<file path="src/sv/swbs_pkg.sv">
// ----------------------------------------------------------------------------
// swbs_pkg: shared types and constants of the sync-word block splitter
// Result beat layout, configuration bundle, status and register codes.
// ----------------------------------------------------------------------------
package swbs_pkg;

    // Upper bound on accepted blocks, and the effective cap seen by a 9-bit limit
    localparam int MOST_BLOCKS = 256;
    localparam int LIMIT_CAP   = (MOST_BLOCKS > 511) ? 511 : MOST_BLOCKS;

    // Block counter saturates at limit plus one, limit is at most 511
    localparam int BCNT_W = 10;

    // Sync word length in bytes
    localparam int WIN_BYTES = 8;

    // Result queue geometry
    localparam int FIFO_DEPTH = 4;
    localparam int FIFO_AW    = 2;
    localparam int LEVEL_W    = 3;

    // Final status codes
    localparam logic [2:0] ST_OK         = 3'd0;
    localparam logic [2:0] ST_BAD_SIG    = 3'd1;
    localparam logic [2:0] ST_TOO_MANY   = 3'd2;
    localparam logic [2:0] ST_TOO_LONG   = 3'd3;
    localparam logic [2:0] ST_NO_CONTENT = 3'd4;

    // Register index codes (byte address divided by eight)
    localparam logic [1:0] REG_SYNC         = 2'd0;
    localparam logic [1:0] REG_BLOCK_LIMIT  = 2'd1;
    localparam logic [1:0] REG_LENGTH_LIMIT = 2'd2;

    // Register reset values
    localparam logic [63:0] SYNC_RESET   = 64'h1FA6_DEBA_CC13_7D74;
    localparam logic [8:0]  BLIMIT_RESET = 9'd256;
    localparam logic [15:0] LLIMIT_RESET = 16'd65535;

    typedef struct packed {
        logic [63:0] sync_pattern;
        logic [8:0]  block_limit;
        logic [15:0] length_limit;
    } t_cfg;

    typedef struct packed {
        logic        has_block;
        logic [7:0]  block_number;
        logic [31:0] payload_offset;
        logic [31:0] payload_length;
        logic [2:0]  final_status;
        logic        run_end;
    } t_result;

endpackage

</file>
<file path="src/sv/swbs_cell.sv">
// ----------------------------------------------------------------------------
// swbs_cell: one byte cell of the sync window
// Holds one window byte, hands it to the next cell on each shift and
// compares the byte arriving from its neighbor against its sync byte.
// ----------------------------------------------------------------------------
module swbs_cell (
    input  logic       i_clk,
    input  logic       i_shift,
    input  logic [7:0] i_byte,
    input  logic [7:0] i_pattern,
    output logic [7:0] o_byte,
    output logic       o_hit
);

    logic [7:0] r_byte;

    // Advance the byte on each accepted beat
    always_ff @(posedge i_clk) begin
        if (i_shift) begin
            r_byte <= i_byte;
        end
    end

    assign o_byte = r_byte;

    // Compare the byte this cell will hold after the shift
    assign o_hit = (i_byte == i_pattern);

endmodule

</file>
<file path="src/sv/swbs_window.sv">
// ----------------------------------------------------------------------------
// swbs_window: row of byte cells forming the sliding sync window
// Cell zero takes the incoming byte; each cell passes its byte to the next.
// The window matches when every cell sees its sync byte.
// ----------------------------------------------------------------------------
module swbs_window (
    input  logic        i_clk,
    input  logic        i_shift,
    input  logic [7:0]  i_byte,
    input  logic [63:0] i_pattern,
    output logic        o_match
);

    localparam int NumCells = swbs_pkg::WIN_BYTES;

    logic [7:0]          w_in  [NumCells];
    logic [7:0]          w_out [NumCells];
    logic [NumCells-1:0] w_hit;

    // Build the chain, newest byte in cell zero (least significant sync byte)
    for (genvar k = 0; k < NumCells; k++) begin : g_cell
        if (k == 0) begin : g_head
            assign w_in[k] = i_byte;
        end else begin : g_link
            assign w_in[k] = w_out[k-1];
        end

        swbs_cell u_cell (
            .i_clk     (i_clk),
            .i_shift   (i_shift),
            .i_byte    (w_in[k]),
            .i_pattern (i_pattern[8*k +: 8]),
            .o_byte    (w_out[k]),
            .o_hit     (w_hit[k])
        );
    end

    assign o_match = &w_hit;

endmodule

</file>
<file path="src/sv/swbs_tracker.sv">
// ----------------------------------------------------------------------------
// swbs_tracker: stream position and block bookkeeping
// Tracks the open block, counts blocks, keeps the status flags and forms
// up to two result beats for each accepted byte.
// ----------------------------------------------------------------------------
module swbs_tracker #(
    parameter int POSITION_BITS = 32
) (
    input  logic                   i_clk,
    input  logic                   i_rst_n,
    input  logic                   i_accept,
    input  logic                   i_final,
    input  logic                   i_match,
    input  swbs_pkg::t_cfg         i_cfg,
    output swbs_pkg::t_result      o_res_a,
    output swbs_pkg::t_result      o_res_b,
    output logic [1:0]             o_push_cnt
);

    localparam int PW   = POSITION_BITS;
    localparam int CntW = swbs_pkg::BCNT_W;
    localparam int Cap  = swbs_pkg::LIMIT_CAP;

    logic [PW-1:0]   r_pos;
    logic [PW-1:0]   r_start;
    logic [3:0]      r_since;
    logic            r_open;
    logic [CntW-1:0] r_blocks;
    logic            r_content;
    logic            r_too_long;
    logic            r_sig_bad;

    logic [8:0]      w_lim;
    logic [CntW-1:0] w_lim_x;
    logic [3:0]      w_since_inc;
    logic            w_full;
    logic            w_match;
    logic            w_sig_bad1;
    logic            w_sig_bad2;
    logic [PW-1:0]   w_p1;
    logic [PW-1:0]   w_sync_start;
    logic [PW-1:0]   w_len1;
    logic [PW-1:0]   w_len2;
    logic [PW-1:0]   w_start1;
    logic [PW-1:0]   w_llim;
    logic            w_close1;
    logic            w_emit1;
    logic            w_close2;
    logic            w_emit2;
    logic            w_open1;
    logic [CntW-1:0] w_blocks1;
    logic [CntW-1:0] w_blocks2;
    logic            w_too_long1;
    logic            w_too_long2;
    logic            w_content1;
    logic            w_content2;
    logic [2:0]      w_status;
    swbs_pkg::t_result w_r1;
    swbs_pkg::t_result w_r2;
    swbs_pkg::t_result w_empty;

    // Effective block limit: the smaller of the register and the cap
    assign w_lim   = (i_cfg.block_limit > 9'(Cap)) ? 9'(Cap) : i_cfg.block_limit;
    assign w_lim_x = CntW'(w_lim);
    assign w_llim  = PW'(i_cfg.length_limit);

    // Window fill and sync detection
    assign w_since_inc = r_since[3] ? r_since : r_since + 4'd1;
    assign w_full      = w_since_inc[3];
    assign w_match     = i_match && !r_sig_bad && w_full;
    assign w_sig_bad1  = r_sig_bad || (w_full && !i_match && !r_open);

    // Close on a sync word
    assign w_p1         = r_pos + PW'(1);
    assign w_sync_start = r_pos - PW'(7);
    assign w_len1       = w_sync_start - r_start;
    assign w_close1     = w_match && r_open;
    assign w_emit1      = w_close1 && (r_blocks < w_lim_x);
    assign w_blocks1    = (w_close1 && (r_blocks <= w_lim_x)) ? r_blocks + CntW'(1)
                                                              : r_blocks;
    assign w_too_long1  = r_too_long || (w_emit1 && (w_len1 > w_llim));
    assign w_content1   = r_content || (w_emit1 && (w_len1 != '0));
    assign w_open1      = r_open || w_match;
    assign w_start1     = w_match ? w_p1 : r_start;

    // Close on the final byte
    assign w_len2      = w_p1 - w_start1;
    assign w_close2    = i_final && w_open1;
    assign w_emit2     = w_close2 && (w_blocks1 < w_lim_x);
    assign w_blocks2   = (w_close2 && (w_blocks1 <= w_lim_x)) ? w_blocks1 + CntW'(1)
                                                              : w_blocks1;
    assign w_too_long2 = w_too_long1 || (w_emit2 && (w_len2 > w_llim));
    assign w_content2  = w_content1 || (w_emit2 && (w_len2 != '0));
    assign w_sig_bad2  = w_sig_bad1 || (i_final && !w_open1);

    // Pick the final status by priority
    always_comb begin
        priority if (w_sig_bad2) begin
            w_status = swbs_pkg::ST_BAD_SIG;
        end else if (w_blocks2 > w_lim_x) begin
            w_status = swbs_pkg::ST_TOO_MANY;
        end else if (w_too_long2) begin
            w_status = swbs_pkg::ST_TOO_LONG;
        end else if (!w_content2) begin
            w_status = swbs_pkg::ST_NO_CONTENT;
        end else begin
            w_status = swbs_pkg::ST_OK;
        end
    end

    // Candidate result beats
    always_comb begin
        w_r1                = '0;
        w_r1.has_block      = 1'b1;
        w_r1.block_number   = r_blocks[7:0];
        w_r1.payload_offset = 32'(r_start);
        w_r1.payload_length = 32'(w_len1);

        w_r2                = '0;
        w_r2.has_block      = 1'b1;
        w_r2.block_number   = w_blocks1[7:0];
        w_r2.payload_offset = 32'(w_start1);
        w_r2.payload_length = 32'(w_len2);

        w_empty             = '0;
    end

    // Order the beats and mark the last one of the stream
    always_comb begin
        o_res_a = w_emit1 ? w_r1 : (w_emit2 ? w_r2 : w_empty);
        o_res_b = w_r2;
        if (w_emit1 && w_emit2) begin
            o_push_cnt = 2'd2;
        end else if (w_emit1 || w_emit2 || i_final) begin
            o_push_cnt = 2'd1;
        end else begin
            o_push_cnt = 2'd0;
        end

        if (i_final) begin
            if (w_emit1 && w_emit2) begin
                o_res_b.final_status = w_status;
                o_res_b.run_end      = 1'b1;
            end else begin
                o_res_a.final_status = w_status;
                o_res_a.run_end      = 1'b1;
            end
        end
    end

    // Update state per beat; clear everything after the final byte
    always_ff @(posedge i_clk) begin
        if (!i_rst_n) begin
            r_pos      <= '0;
            r_start    <= '0;
            r_since    <= '0;
            r_open     <= 1'b0;
            r_blocks   <= '0;
            r_content  <= 1'b0;
            r_too_long <= 1'b0;
            r_sig_bad  <= 1'b0;
        end else if (i_accept) begin
            if (i_final) begin
                r_pos      <= '0;
                r_start    <= '0;
                r_since    <= '0;
                r_open     <= 1'b0;
                r_blocks   <= '0;
                r_content  <= 1'b0;
                r_too_long <= 1'b0;
                r_sig_bad  <= 1'b0;
            end else begin
                r_pos      <= w_p1;
                r_start    <= w_start1;
                r_since    <= w_match ? 4'd0 : w_since_inc;
                r_open     <= w_open1;
                r_blocks   <= w_blocks1;
                r_content  <= w_content1;
                r_too_long <= w_too_long1;
                r_sig_bad  <= w_sig_bad1;
            end
        end
    end

endmodule

</file>
<file path="src/sv/swbs_fifo.sv">
// ----------------------------------------------------------------------------
// swbs_fifo: result queue
// Takes up to two result beats per cycle and delivers one per cycle while the reader pops.
// The writer must only push when two slots are free.
// ----------------------------------------------------------------------------
module swbs_fifo (
    input  logic                                i_clk,
    input  logic                                i_rst_n,
    input  logic [1:0]                          i_push_cnt,
    input  swbs_pkg::t_result                   i_data_a,
    input  swbs_pkg::t_result                   i_data_b,
    input  logic                                i_pop,
    output swbs_pkg::t_result                   o_data,
    output logic                                o_valid,
    output logic [swbs_pkg::LEVEL_W-1:0]        o_level
);

    localparam int Depth = swbs_pkg::FIFO_DEPTH;
    localparam int AW    = swbs_pkg::FIFO_AW;
    localparam int LW    = swbs_pkg::LEVEL_W;

    swbs_pkg::t_result r_mem [Depth];
    logic [AW-1:0]     r_wr;
    logic [AW-1:0]     r_rd;
    logic [LW-1:0]     r_level;
    logic [AW-1:0]     w_wr1;
    logic              w_pop;

    assign w_wr1 = r_wr + AW'(1);
    assign w_pop = i_pop && (r_level != '0);

    // Store pushed beats
    always_ff @(posedge i_clk) begin
        if (i_push_cnt != 2'd0) begin
            r_mem[r_wr] <= i_data_a;
        end
        if (i_push_cnt == 2'd2) begin
            r_mem[w_wr1] <= i_data_b;
        end
    end

    // Advance pointers and level
    always_ff @(posedge i_clk) begin
        if (!i_rst_n) begin
            r_wr    <= '0;
            r_rd    <= '0;
            r_level <= '0;
        end else begin
            r_wr    <= r_wr + AW'(i_push_cnt);
            r_rd    <= r_rd + AW'(w_pop);
            r_level <= r_level + LW'(i_push_cnt) - LW'(w_pop);
        end
    end

    assign o_data  = r_mem[r_rd];
    assign o_valid = (r_level != '0);
    assign o_level = r_level;

endmodule

</file>
<file path="src/sv/sync_word_block_splitter.sv">
// ----------------------------------------------------------------------------
// sync_word_block_splitter: cut a byte stream into blocks at a sync word
// Top level: configuration registers, sync window, tracker, result queue.
// ----------------------------------------------------------------------------
// Usage:
//   Input channel (i_valid / o_stall) carries one image byte per beat with
//   i_final_byte set on the last byte. Output channel (o_valid / i_stall)
//   carries result beats: one per closed block under the block limit; the
//   last beat of a stream has o_run_end set and the stream's final status.
//   A byte may produce zero, one or two result beats.
//   A result beat is written into the result queue when its byte is accepted.
//   Throughput: one byte per cycle while o_stall is low; the window compare
//   and the block counters finish in that cycle. The four-entry result queue
//   raises o_stall while fewer than two entries are free, so a stalled
//   receiver backs up into the input channel once more than two beats wait.
//   Reset (synchronous, active low) loads the register defaults, empties
//   the result queue and starts a new stream. After the final byte all
//   stream state clears and the next byte starts a new stream.
//   Registers sit at byte addresses 0 (sync word, 64 bits), 8 (block
//   limit) and 16 (length limit); write them only while the block is idle.
// ----------------------------------------------------------------------------
module sync_word_block_splitter #(
    parameter int POSITION_BITS = 32
) (
    input  logic        i_clk,
    input  logic        i_rst_n,
    // Byte input
    input  logic        i_valid,
    output logic        o_stall,
    input  logic [7:0]  i_data_byte,
    input  logic        i_final_byte,
    // Result output
    output logic        o_valid,
    input  logic        i_stall,
    output logic        o_has_block,
    output logic [7:0]  o_block_number,
    output logic [31:0] o_payload_offset,
    output logic [31:0] o_payload_length,
    output logic [2:0]  o_final_status,
    output logic        o_run_end,
    // Configuration
    input  logic        psel,
    input  logic        penable,
    input  logic        pwrite,
    input  logic [4:0]  paddr,
    input  logic [63:0] pwdata,
    output logic [63:0] prdata,
    output logic        pready
);

    localparam int LW        = swbs_pkg::LEVEL_W;
    localparam int StallMark = swbs_pkg::FIFO_DEPTH - 2;

    swbs_pkg::t_cfg    r_cfg;
    swbs_pkg::t_result w_res_a;
    swbs_pkg::t_result w_res_b;
    swbs_pkg::t_result w_out;
    logic [1:0]        w_push_cnt;
    logic [1:0]        w_push;
    logic [LW-1:0]     w_level;
    logic              w_in_acc;
    logic              w_out_acc;
    logic              w_match;
    logic              w_cfg_wr;

    assign pready    = 1'b1;
    assign w_cfg_wr  = psel && penable && pwrite;
    assign o_stall   = (w_level > LW'(StallMark));
    assign w_in_acc  = i_valid && !o_stall;
    assign w_out_acc = o_valid && !i_stall;

    // Write configuration registers
    always_ff @(posedge i_clk) begin
        if (!i_rst_n) begin
            r_cfg.sync_pattern <= swbs_pkg::SYNC_RESET;
            r_cfg.block_limit  <= swbs_pkg::BLIMIT_RESET;
            r_cfg.length_limit <= swbs_pkg::LLIMIT_RESET;
        end else if (w_cfg_wr) begin
            unique case (paddr[4:3])
                swbs_pkg::REG_SYNC:         r_cfg.sync_pattern <= pwdata;
                swbs_pkg::REG_BLOCK_LIMIT:  r_cfg.block_limit  <= pwdata[8:0];
                swbs_pkg::REG_LENGTH_LIMIT: r_cfg.length_limit <= pwdata[15:0];
                default: begin
                end
            endcase
        end
    end

    // Read back configuration registers
    always_comb begin
        unique case (paddr[4:3])
            swbs_pkg::REG_SYNC:         prdata = r_cfg.sync_pattern;
            swbs_pkg::REG_BLOCK_LIMIT:  prdata = 64'(r_cfg.block_limit);
            swbs_pkg::REG_LENGTH_LIMIT: prdata = 64'(r_cfg.length_limit);
            default:                    prdata = '0;
        endcase
    end

    swbs_window u_window (
        .i_clk     (i_clk),
        .i_shift   (w_in_acc),
        .i_byte    (i_data_byte),
        .i_pattern (r_cfg.sync_pattern),
        .o_match   (w_match)
    );

    swbs_tracker #(
        .POSITION_BITS (POSITION_BITS)
    ) u_tracker (
        .i_clk      (i_clk),
        .i_rst_n    (i_rst_n),
        .i_accept   (w_in_acc),
        .i_final    (i_final_byte),
        .i_match    (w_match),
        .i_cfg      (r_cfg),
        .o_res_a    (w_res_a),
        .o_res_b    (w_res_b),
        .o_push_cnt (w_push_cnt)
    );

    // Push only on accepted beats
    assign w_push = w_in_acc ? w_push_cnt : 2'd0;

    swbs_fifo u_fifo (
        .i_clk      (i_clk),
        .i_rst_n    (i_rst_n),
        .i_push_cnt (w_push),
        .i_data_a   (w_res_a),
        .i_data_b   (w_res_b),
        .i_pop      (w_out_acc),
        .o_data     (w_out),
        .o_valid    (o_valid),
        .o_level    (w_level)
    );

    assign o_has_block      = w_out.has_block;
    assign o_block_number   = w_out.block_number;
    assign o_payload_offset = w_out.payload_offset;
    assign o_payload_length = w_out.payload_length;
    assign o_final_status   = w_out.final_status;
    assign o_run_end        = w_out.run_end;

    // Queue never overfills
    a_level_bound: assert property (@(posedge i_clk) disable iff (!i_rst_n)
        w_level <= LW'(swbs_pkg::FIFO_DEPTH))
        else $error("result queue overflow");

    // A beat without a block is only the closing beat of a stream
    a_empty_is_final: assert property (@(posedge i_clk) disable iff (!i_rst_n)
        (o_valid && !o_has_block) |-> o_run_end)
        else $error("empty result beat that does not end the stream");

    // Beats before the stream end carry no status
    a_mid_status_ok: assert property (@(posedge i_clk) disable iff (!i_rst_n)
        (o_valid && !o_run_end) |-> (o_final_status == swbs_pkg::ST_OK))
        else $error("status on a non-final result beat");

    // Level grows by at most two beats per cycle
    a_level_step: assert property (@(posedge i_clk) disable iff (!i_rst_n)
        1'b1 |=> ({1'b0, w_level} <= {1'b0, $past(w_level)} + (LW+1)'(2)))
        else $error("result queue grew by more than two beats");

endmodule

</file>
<file path="config.mk">
export PLATFORM = sky130hd
export DESIGN_NAME = sync_word_block_splitter
export DESIGN_NICKNAME = d
export VERILOG_FILES = /design/src/sv/swbs_pkg.sv /design/src/sv/swbs_cell.sv /design/src/sv/swbs_window.sv /design/src/sv/swbs_tracker.sv /design/src/sv/swbs_fifo.sv /design/src/sv/sync_word_block_splitter.sv
export SDC_FILE = /design/constraint.sdc
export NUM_CORES = 1
export LEC_CHECK = 0
export ABC_AREA = 1
export BUFFER_PORTS_ARGS = -buffer_cell sky130_fd_sc_hd__buf_2
export CAP_MARGIN = 20
export CORE_ASPECT_RATIO = 0.5
export CORE_MARGIN = 10
export CORE_UTILIZATION = 45
export CTS_BUF_LIST = sky130_fd_sc_hd__clkbuf_8
export DETAILED_ROUTE_END_ITERATION = 12
export PLACE_DENSITY_LB_ADDON = 0.25
export SYNTH_ARGS = -nofsm -noshare
export SYNTH_HDL_FRONTEND = slang
export SYNTH_HIERARCHICAL = 1
export SYNTH_SLANG_ARGS = --single-unit
</file>
<file path="constraint.sdc">
create_clock -name i_clk -period 10.5 [get_ports i_clk]
set_input_delay 1.575 -clock i_clk [delete_from_list [all_inputs] [get_ports i_clk]]
set_output_delay 1.575 -clock i_clk [all_outputs]
set_load 0.05 [all_outputs]
</file>
; ---- Word level (Yosys, flattened, before mapping)
; Memory sizes are Yosys's and may differ from the RTL's. A register that Yosys moved wholly into a read port is not among the register bits.
; Index checks and enable logic that the tools add are counted.
[totals]
regBits = 234
ramBits = 308
out_inout_bits = 144
mem_count = 1
[op_classes]
add_sub_neg = 12
n_lt_le_gt_ge = 9
eq_ne = 12
n_mux = 33
reduce_logical = 46
[memory_table]
columns = name, depth, word_bits, read_ports, rd_clocked_by_memory_dff, wr, line
row1 = u_fifo.r_mem, 4, 77, 1, 1, 2, swbs_fifo.sv:22  ; swbs_pkg::t_result r_mem [Depth];
[ops]
columns = cell, n
row1 = 64-bit one-hot mux with 3 select lines, 1
row2 = 77-bit two-way mux, 2
row3 = 32-bit two-way mux, 3
row4 = 8-bit == test, 8
row5 = 32-bit by 16-bit > comparator with 1-bit output, 2
row6 = 32-bit nonzero test, 2
row7 = 32-bit subtractor, 2
row8 = "32-bit by 1-bit adder with 32-bit output, second input constant", 1
row9 = "32-bit by 3-bit subtractor with 32-bit output, second input constant", 1
row10 = 10-bit two-way mux, 3
row11 = 4-bit two-way mux, 7
row12 = 1-bit logical AND, 21
row13 = "10-bit by 1-bit adder with 10-bit output, second input constant", 2
row14 = 10-bit by 9-bit less-or-equal comparator with 1-bit output, 2
row15 = 10-bit by 9-bit less-than comparator with 1-bit output, 2
row16 = 3-bit two-way mux, 4
row17 = 10-bit by 9-bit > comparator with 1-bit output, 1
row18 = "9-bit > comparator, second input constant", 1
row19 = 1-bit logical OR, 9
row20 = 1-bit two-way mux, 9
row21 = 9-bit two-way mux, 1
row22 = 2-bit AND reduction, 4
row23 = 8-bit AND reduction, 1
row24 = 1-bit logical NOT, 6
row25 = other kinds (14), 17

; ---- Depth between registers and ports, before layout
; Gate-level depths: netlist of run 1.
[logic_depth]
word_depth = 17
ltp_mapped = 45
mapped_depth_nobuf = 45

; ---- Hierarchy
; The synthesis of run 1 kept the hierarchy.
[by_module_without_submodules]
columns = mod, instances, cells_per_inst, area_each_um2, seq_area_each_um2
row1 = swbs_fifo, 1, 1569, 15202.1, 9389.0
row2 = swbs_tracker, 1, 2291, 12705.9, 1641.6
row3 = sync_word_block_splitter, 1, 627, 4022.6, 1781.7
row4 = swbs_cell, 8, 54, 412.9, 240.2
row5 = swbs_window, 1, 11, 41.3, 0.0

; ---- Least setup slack after synthesis of run 1
; Ideal clock, no wire load.
[synth_timing]
path_type = input to register
startpoint = in i_data_byte[1]
endpoint = mem u_fifo/r_mem[3][0] (netlist bit) (enable)
setup_time_ns = 0.626
t_arrival_ns = 10.413
required_time_ns = 9.874
setup_slack_ns = -0.539
path_stages = 32
n_path_buf = 0
cell_sequence = inv_1 nand2_1 nand2_1 nor2_1 nand2_1 nor2_1 nand2_1 inv_1 nand2_1 nor2_1 inv_1 nor2_1 nand2_2 nor2_2 nand4_1 nand2_4 nand2_1 nand2_1 inv_2 ha_1 nand3_1 nor2_1 inv_1 o2111ai_4 nor2_1 inv_1 o21ai_0 inv_1 inv_1 nor2_1 nor2_1 o31ai_1
[synth_rtl]
columns = item, line
row1 = "start, declared", sync_word_block_splitter.sv:30  ; input logic [7:0] i_data_byte,
row2 = "end, declared", swbs_fifo.sv:22

==> results of run 1 <==
-- report_power, final --
group,switching [mW],internal (mW)
Sequential,0.0822,2.39
Clock,0.900,0.813
Combinational,0.878,0.241
-- worst max-delay path, delay by kind of cell --
kind                     cells  cell delay, ps
buffers and inverters        8            1460
AO/OA/AOI/OAI                5            1500
adder cells (fa/ha/maj)      2             970
AND/OR/NAND/NOR             22            2930
XOR/XNOR                     1             250
-- layer usage --
metal / GRT usage / vias to the layer above
met2: 0.395 / 1321
met4: 0.0784 / 14
met3: 0.0486 / 183
li1: - / 16087
met5: 0 / -
met1: 0.359 / 15507
-- worst paths after layout --
path	start	endpoint	slack (ps)	depth (start not counted)
max	i_data_byte[1]	u_fifo/r_mem[1][1]$_DFFE_PP_	2370	38
min	u_window/g_cell[0].u_cell/o_byte[3]$_DFFE_PP_	u_window/g_cell[1].u_cell/o_byte[3]$_DFFE_PP_	440	0
max reg2reg	r_cfg[35]$_SDFFE_PN1P_	u_fifo/r_mem[1][1]$_DFFE_PP_	2760	37
min reg2reg	u_window/g_cell[0].u_cell/o_byte[3]$_DFFE_PP_	u_window/g_cell[1].u_cell/o_byte[3]$_DFFE_PP_	440	0
-- flip-flops by register name (all words and copies together) (netlist names) --
name,flops
u_tracker/r_content,1
u_tracker/r_pos,32
u_fifo/r_rd,2
u_tracker/r_start,32
u_window/g_cell.u_cell/o_byte,56
u_tracker/r_since,4
r_cfg,89
u_tracker/r_open,1
u_fifo/r_mem,308
u_tracker/r_blocks,10
u_tracker/r_sig_bad,1
u_fifo/r_wr,2
u_tracker/r_too_long,1
u_fifo/o_level,3
-- final cells by class --
type,instances,area (um^2)
repair buffers,257,1440
inverters,773,2910
clock inverters,61,307
multi-input cells,3407,16700
fillers,7655,38800
well taps,1036,1300
flip-flops and latches,542,14500
diodes,4,10.0
clock buffers,89,1220
-- metrics by stage --
| step | util | setup WS [ps] | power (mW) |
|---|---|---|---|
| after floorplan | - | 1870 | 3.26 |
| after global placement | 0.477 | 1960 | 3.61 |
| after detailed placement | 0.477 | 1940 | 3.63 |
| after CTS | 0.496 | 2740 | 5.33 |
| after global routing | 0.497 | 1830 | 5.51 |
| final | 0.497 | 2370 | 5.30 |
-- cell usage in the layout (no fill, tap or decap), drive strengths merged, types with 105 or more instances in the layout --
cell type  count
dfxtp        178
edfxtp       364
buf          257
nand3        200
ha           158
nor2         530
o22ai        105
a21oi        154
o21ai        557
inv          807
nand2       1500
==> impl_metrics.yaml, run 1 <==
outcome:
  outcome: "finished, final reports clean"
cts:
  tritoncts_num_sinks: 542
  worst_skew_pair.late_latency_ps: 770
  h-tree-depth: 3
  ctsResizeCount: 0
  cts.clk_slew.worst_paths_ps: 70
  cts_tree: "done"
  cts_hold_repair.buffers: 0
  numCtsBuffers: 85
  postCtsSetupBuffers: 0
  cts_buffer_depth: 3
  cts-root-buf: "clkbuf_8"
place:
  placedCellCount: 6014
  place_congestion: 1.01
  hpwl_um: 86800
  area_after_dpl_um2: 36800
  io_buffer_count: 224
drt:
  wl_met3_um: 11000
  top_signal_layer_used: "met5"
  finalWirelength_um: 119000
  route.detailed.vias_per_inst: 5.37
  routed-via-count: 33112
  met2WireLength_um: 51400
  drt-wirelength-per-cell_um: 19.4
  m1WireLength_um: 53700
  detail_route.iter0.violations: 3254
  ant_nets: 0
  drt_drc_violations_left: 0
  drt-pass1-iter-count: 7
floorplan:
  horizontal_die_dimension_um: 415
  start_util: 0.454
  die_height_um: 217
  fp-row-count: 72
  dieArea_um2: 90100
  i_o_pin_cnt: 229
  core_um2: 77200
global_route:
  antenna_found_initial: 13
  globalRouteTotalUtil: 0.255
  first_global_vias: 30524
  grt_remaining_overflow: 0
  grt_max_degree: 99
  global_route_wire_length_before_repair_um: 180000
synthesis:
  synthesis.area_per_instance_um2: 7.12
  synth.cell_area_um2: 35000
  syn-instance-count: 4922
  synthesis.yosys.warnings: 6
  mappedNetlistNets: 5168
critical_path:
  critPathSlowestCell: "inv_1"
  cp_data_arrival_time_ps: 8700
  critical_path_class: "primary input to flip-flop"
  worst_setup_path_start_kind: "primary input"
  critical_path_data_required_time_ps: 11070
  critPathMaxStageDelay_ps: 840
  critical_path_peak_fanout: 25
  crit_path_end_kind: "flip-flop"
  path_common_cell: "nand2_1"
sta:
  report.final.hold_viol_count: 0
  fin_worst_skew_ps: 47.4
  finalHoldWorstSlack_ps: 444
  unrepaired_setup_endpoints_after_global_routing: "false"
  finalSetupViolCount: 0
  timing.slew.headroom: 0.265
  setup_tns_ps: 0
  clock.fmax_ghz: 0.123
  worst_pin_slew_ps: 1090
  final.period_utilization: 0.774
  finalWorstPathRequiredPeriod_ps: 8130
  drv_slew: 0
power_and_ir_drop:
  power.density_nw_per_um2: 138
  vdd.ir_drop.worst_v: 0.0000951
  power.static_leakage_nw: 18.2
worst_hold_path:
  hold_class: "flip-flop to flip-flop"
cells_and_area:
  final_net_count: 5312
  flow.area_growth_from_synthesis_pct: 9.51
  post_route_cells_drive_above_1_share: 0.0918
  instances_no_fill: 6169
  final_area_um2: 38400
flow_run:
  maximum_capacitance_violations: 0
No activity file was read; power rests on OpenSTA's default activity.
==> run 2, diff against run 1 <==
Clock period 10.5 ns to 7.9 ns, I/O delays scaled along.
==> run 2 against run 1 <==
Core utilization grew 0.79 points. First-iteration DRC count up 16%. Hold slack better by 31 ps. Largest cell class unchanged. Critical path type is now flip-flop to flip-flop. Routed wire length grew 2.4%. Sequential power rose by 32%. Via count up 0.37%.
==> impl_metrics.yaml, run 2 (synthesized netlist as in run 1, its figures left out) <==
drt:
  drt-wirelength-per-cell_um: 19.7
  route.detailed.vias_per_inst: 5.35
  drt_drc_violations_left: 0
  finalWirelength_um: 122000
  routed-via-count: 33235
  drt-pass1-iter-count: 7
  ant_nets: 0
  detail_route.iter0.violations: 3761
floorplan:
  horizontal_die_dimension_um: 415
  dieArea_um2: 90100
  die_height_um: 217
  fp-row-count: 72
  core_um2: 77200
  i_o_pin_cnt: 229
  start_util: 0.454
power_and_ir_drop:
  p_sw_frac: 0.342
  power.static_leakage_nw: 18.5
  share_clk_of_total_power: 0.352
  power.combinational.fraction: 0.204
  power.density_nw_per_um2: 188
  vdd.ir_drop.worst_v: 0.000111
  post-layout-total-power_mw: 7.34
  intPower_mw: 4.83
  pwr-share-seq: 0.444
  switching_power_total_mw: 2.51
global_route:
  grt_max_degree: 101
  use_met1: 0.361
  globalRouteTotalUtil: 0.261
  most_used_routing_layer: "met2"
  met3_usage: 0.0689
  grt.met2_usage: 0.396
  first_global_vias: 30554
  global_route_wire_length_before_repair_um: 183000
  antenna_found_initial: 16
  grt_remaining_overflow: 0
worst_hold_path:
  hold_class: "flip-flop to flip-flop"
  min_delay_path_depth: 2
  min_from: "u_tracker/r_content$_SDFFE_PN0P_"
  worstHoldEndpoint: "u_tracker/r_content$_SDFFE_PN0P_"
cts:
  cts.clk_slew.worst_paths_ps: 70
  h-tree-depth: 3
  worst_skew_pair.late_latency_ps: 820
  cts-root-buf: "clkbuf_8"
  cts_tree: "done"
  postCtsSetupBuffers: 0
  numCtsBuffers: 85
  ctsResizeCount: 0
  cts_hold_repair.buffers: 0
  cts_buffer_depth: 3
  tritoncts_num_sinks: 542
critical_path:
  depth_of_the_worst_register_to_register_path: 41
  critPathMaxStageDelay_ps: 550
  critPathSlowestCell: "buf_4"
  timing.rr.end: "u_fifo/r_mem[1][2]$_DFFE_PP_"
  critical_path_peak_fanout: 48
  path_common_cell: "nand2_1"
  timing.rr.start: "r_cfg[16]$_SDFFE_PN0P_"
  worst-r2r-setup-slack_ps: 1240
  worst_setup_path_start_kind: "flip-flop"
  critical_path_data_required_time_ps: 8550
  cp_data_arrival_time_ps: 7320
  crit_path_end_kind: "flip-flop"
  critical_path_class: "flip-flop to flip-flop"
place:
  placedCellCount: 6040
  hpwl_um: 90900
  io_buffer_count: 224
  place_congestion: 0.993
  area_after_dpl_um2: 37100
sta:
  final.period_utilization: 0.844
  clock.fmax_ghz: 0.150
  drv_slew: 0
  setup_tns_ps: 0
  report.final.hold_viol_count: 0
  finalSetupViolCount: 0
  fin_worst_skew_ps: 52.2
  worst_pin_slew_ps: 1280
  finalWorstPathRequiredPeriod_ps: 6660
  unrepaired_setup_endpoints_after_global_routing: "false"
  timing.slew.headroom: 0.144
cells_and_area:
  final_area_um2: 39000
  instances_no_fill: 6207
  flow.area_growth_from_synthesis_pct: 11.3
  registers.top_by_ff_count: "u_fifo/r_mem"
  post_route_cells_drive_above_1_share: 0.0988
  final_net_count: 5338
  largest_register_ffs: 308
  leading_cell_type_in_the_layout_fill_and_taps_excluded: "nand2_1"
  layout_common_cells: "nand2_1 (1478), inv_1 (776), nor2_1 (508)"
flow_run:
  maximum_capacitance_violations: 0
outcome:
  outcome: "finished, final reports clean"
[run 2: per-stage QoR]
step / utilization / hold slack, ps / setup slack, ps
2_1_floorplan: - / 445 / 1120
3_3_place_gp: 0.481 / 453 / 675
3_5_place_dp: 0.481 / 457 / 590
4_1_cts: 0.504 / 465 / 1270
5_1_grt: 0.505 / 490 / 569
6_report: 0.505 / 475 / 1240
[run 2: layout make-up]
cell class | count | area [um^2]
Sequential cell | 542 | 14500
Tap cell | 1036 | 1300
Clock inverter | 54 | 374
Inverter | 773 | 2910
Fill cell | 7633 | 38200
Antenna cell | 8 | 20.0
Timing Repair Buffer | 283 | 1770
Clock buffer | 104 | 1430
Multi-Input combinational cell | 3407 | 16700
[run 2: critical path: cells and delay by family, from the launching register on]
family	cells	cell delay (ps)
and+or+nand+nor	22	2970
AOI/OAI and AO/OA	10	1410
buffers and inverters	5	850
adders and majority gates	3	810
DFF	1	350
xor gates and xnor gates	1	140
[run 2: how the worst max path moves through the flow]
stage / startpoint / to / slack (ps) / depth (start not counted)
finish: r_cfg[16]$_SDFFE_PN0P_ / u_fifo/r_mem[1][2]$_DFFE_PP_ / 1240 / 41
global route: r_cfg[16]$_SDFFE_PN0P_ / u_fifo/r_mem[2][2]$_DFFE_PP_ / 570 / 41
CTS: r_cfg[16]$_SDFFE_PN0P_ / u_fifo/r_mem[1][2]$_DFFE_PP_ / 1270 / 41
detailed placement: i_data_byte[1] / u_fifo/r_mem[1][2]$_DFFE_PP_ / 590 / 46
global placement: i_data_byte[1] / u_fifo/r_mem[1][2]$_DFFE_PP_ / 680 / 46
floorplan: i_data_byte[1] / u_fifo/r_mem[3][0]$_DFFE_PP_ / 1120 / 32
[run 2: power by group through the flow]
stage	logic, mW	registers [mW]	clock network (mW)
2_1_floorplan	1.05	3.28	0
6_report	1.50	3.26	2.58
4_1_cts	1.49	3.26	2.63
5_1_grt	1.60	3.28	2.75
3_3_place_gp	1.47	3.32	0
3_5_place_dp	1.49	3.32	0
[run 2: layer usage]
metal	part of all wire	wire, um	up-vias
li1	-	-	16149
met1	0.43	52900	15368
met2	0.43	52100	1496
met3	0.11	13600	208
met4	0.029	3520	14
met5	0.00070	86	-
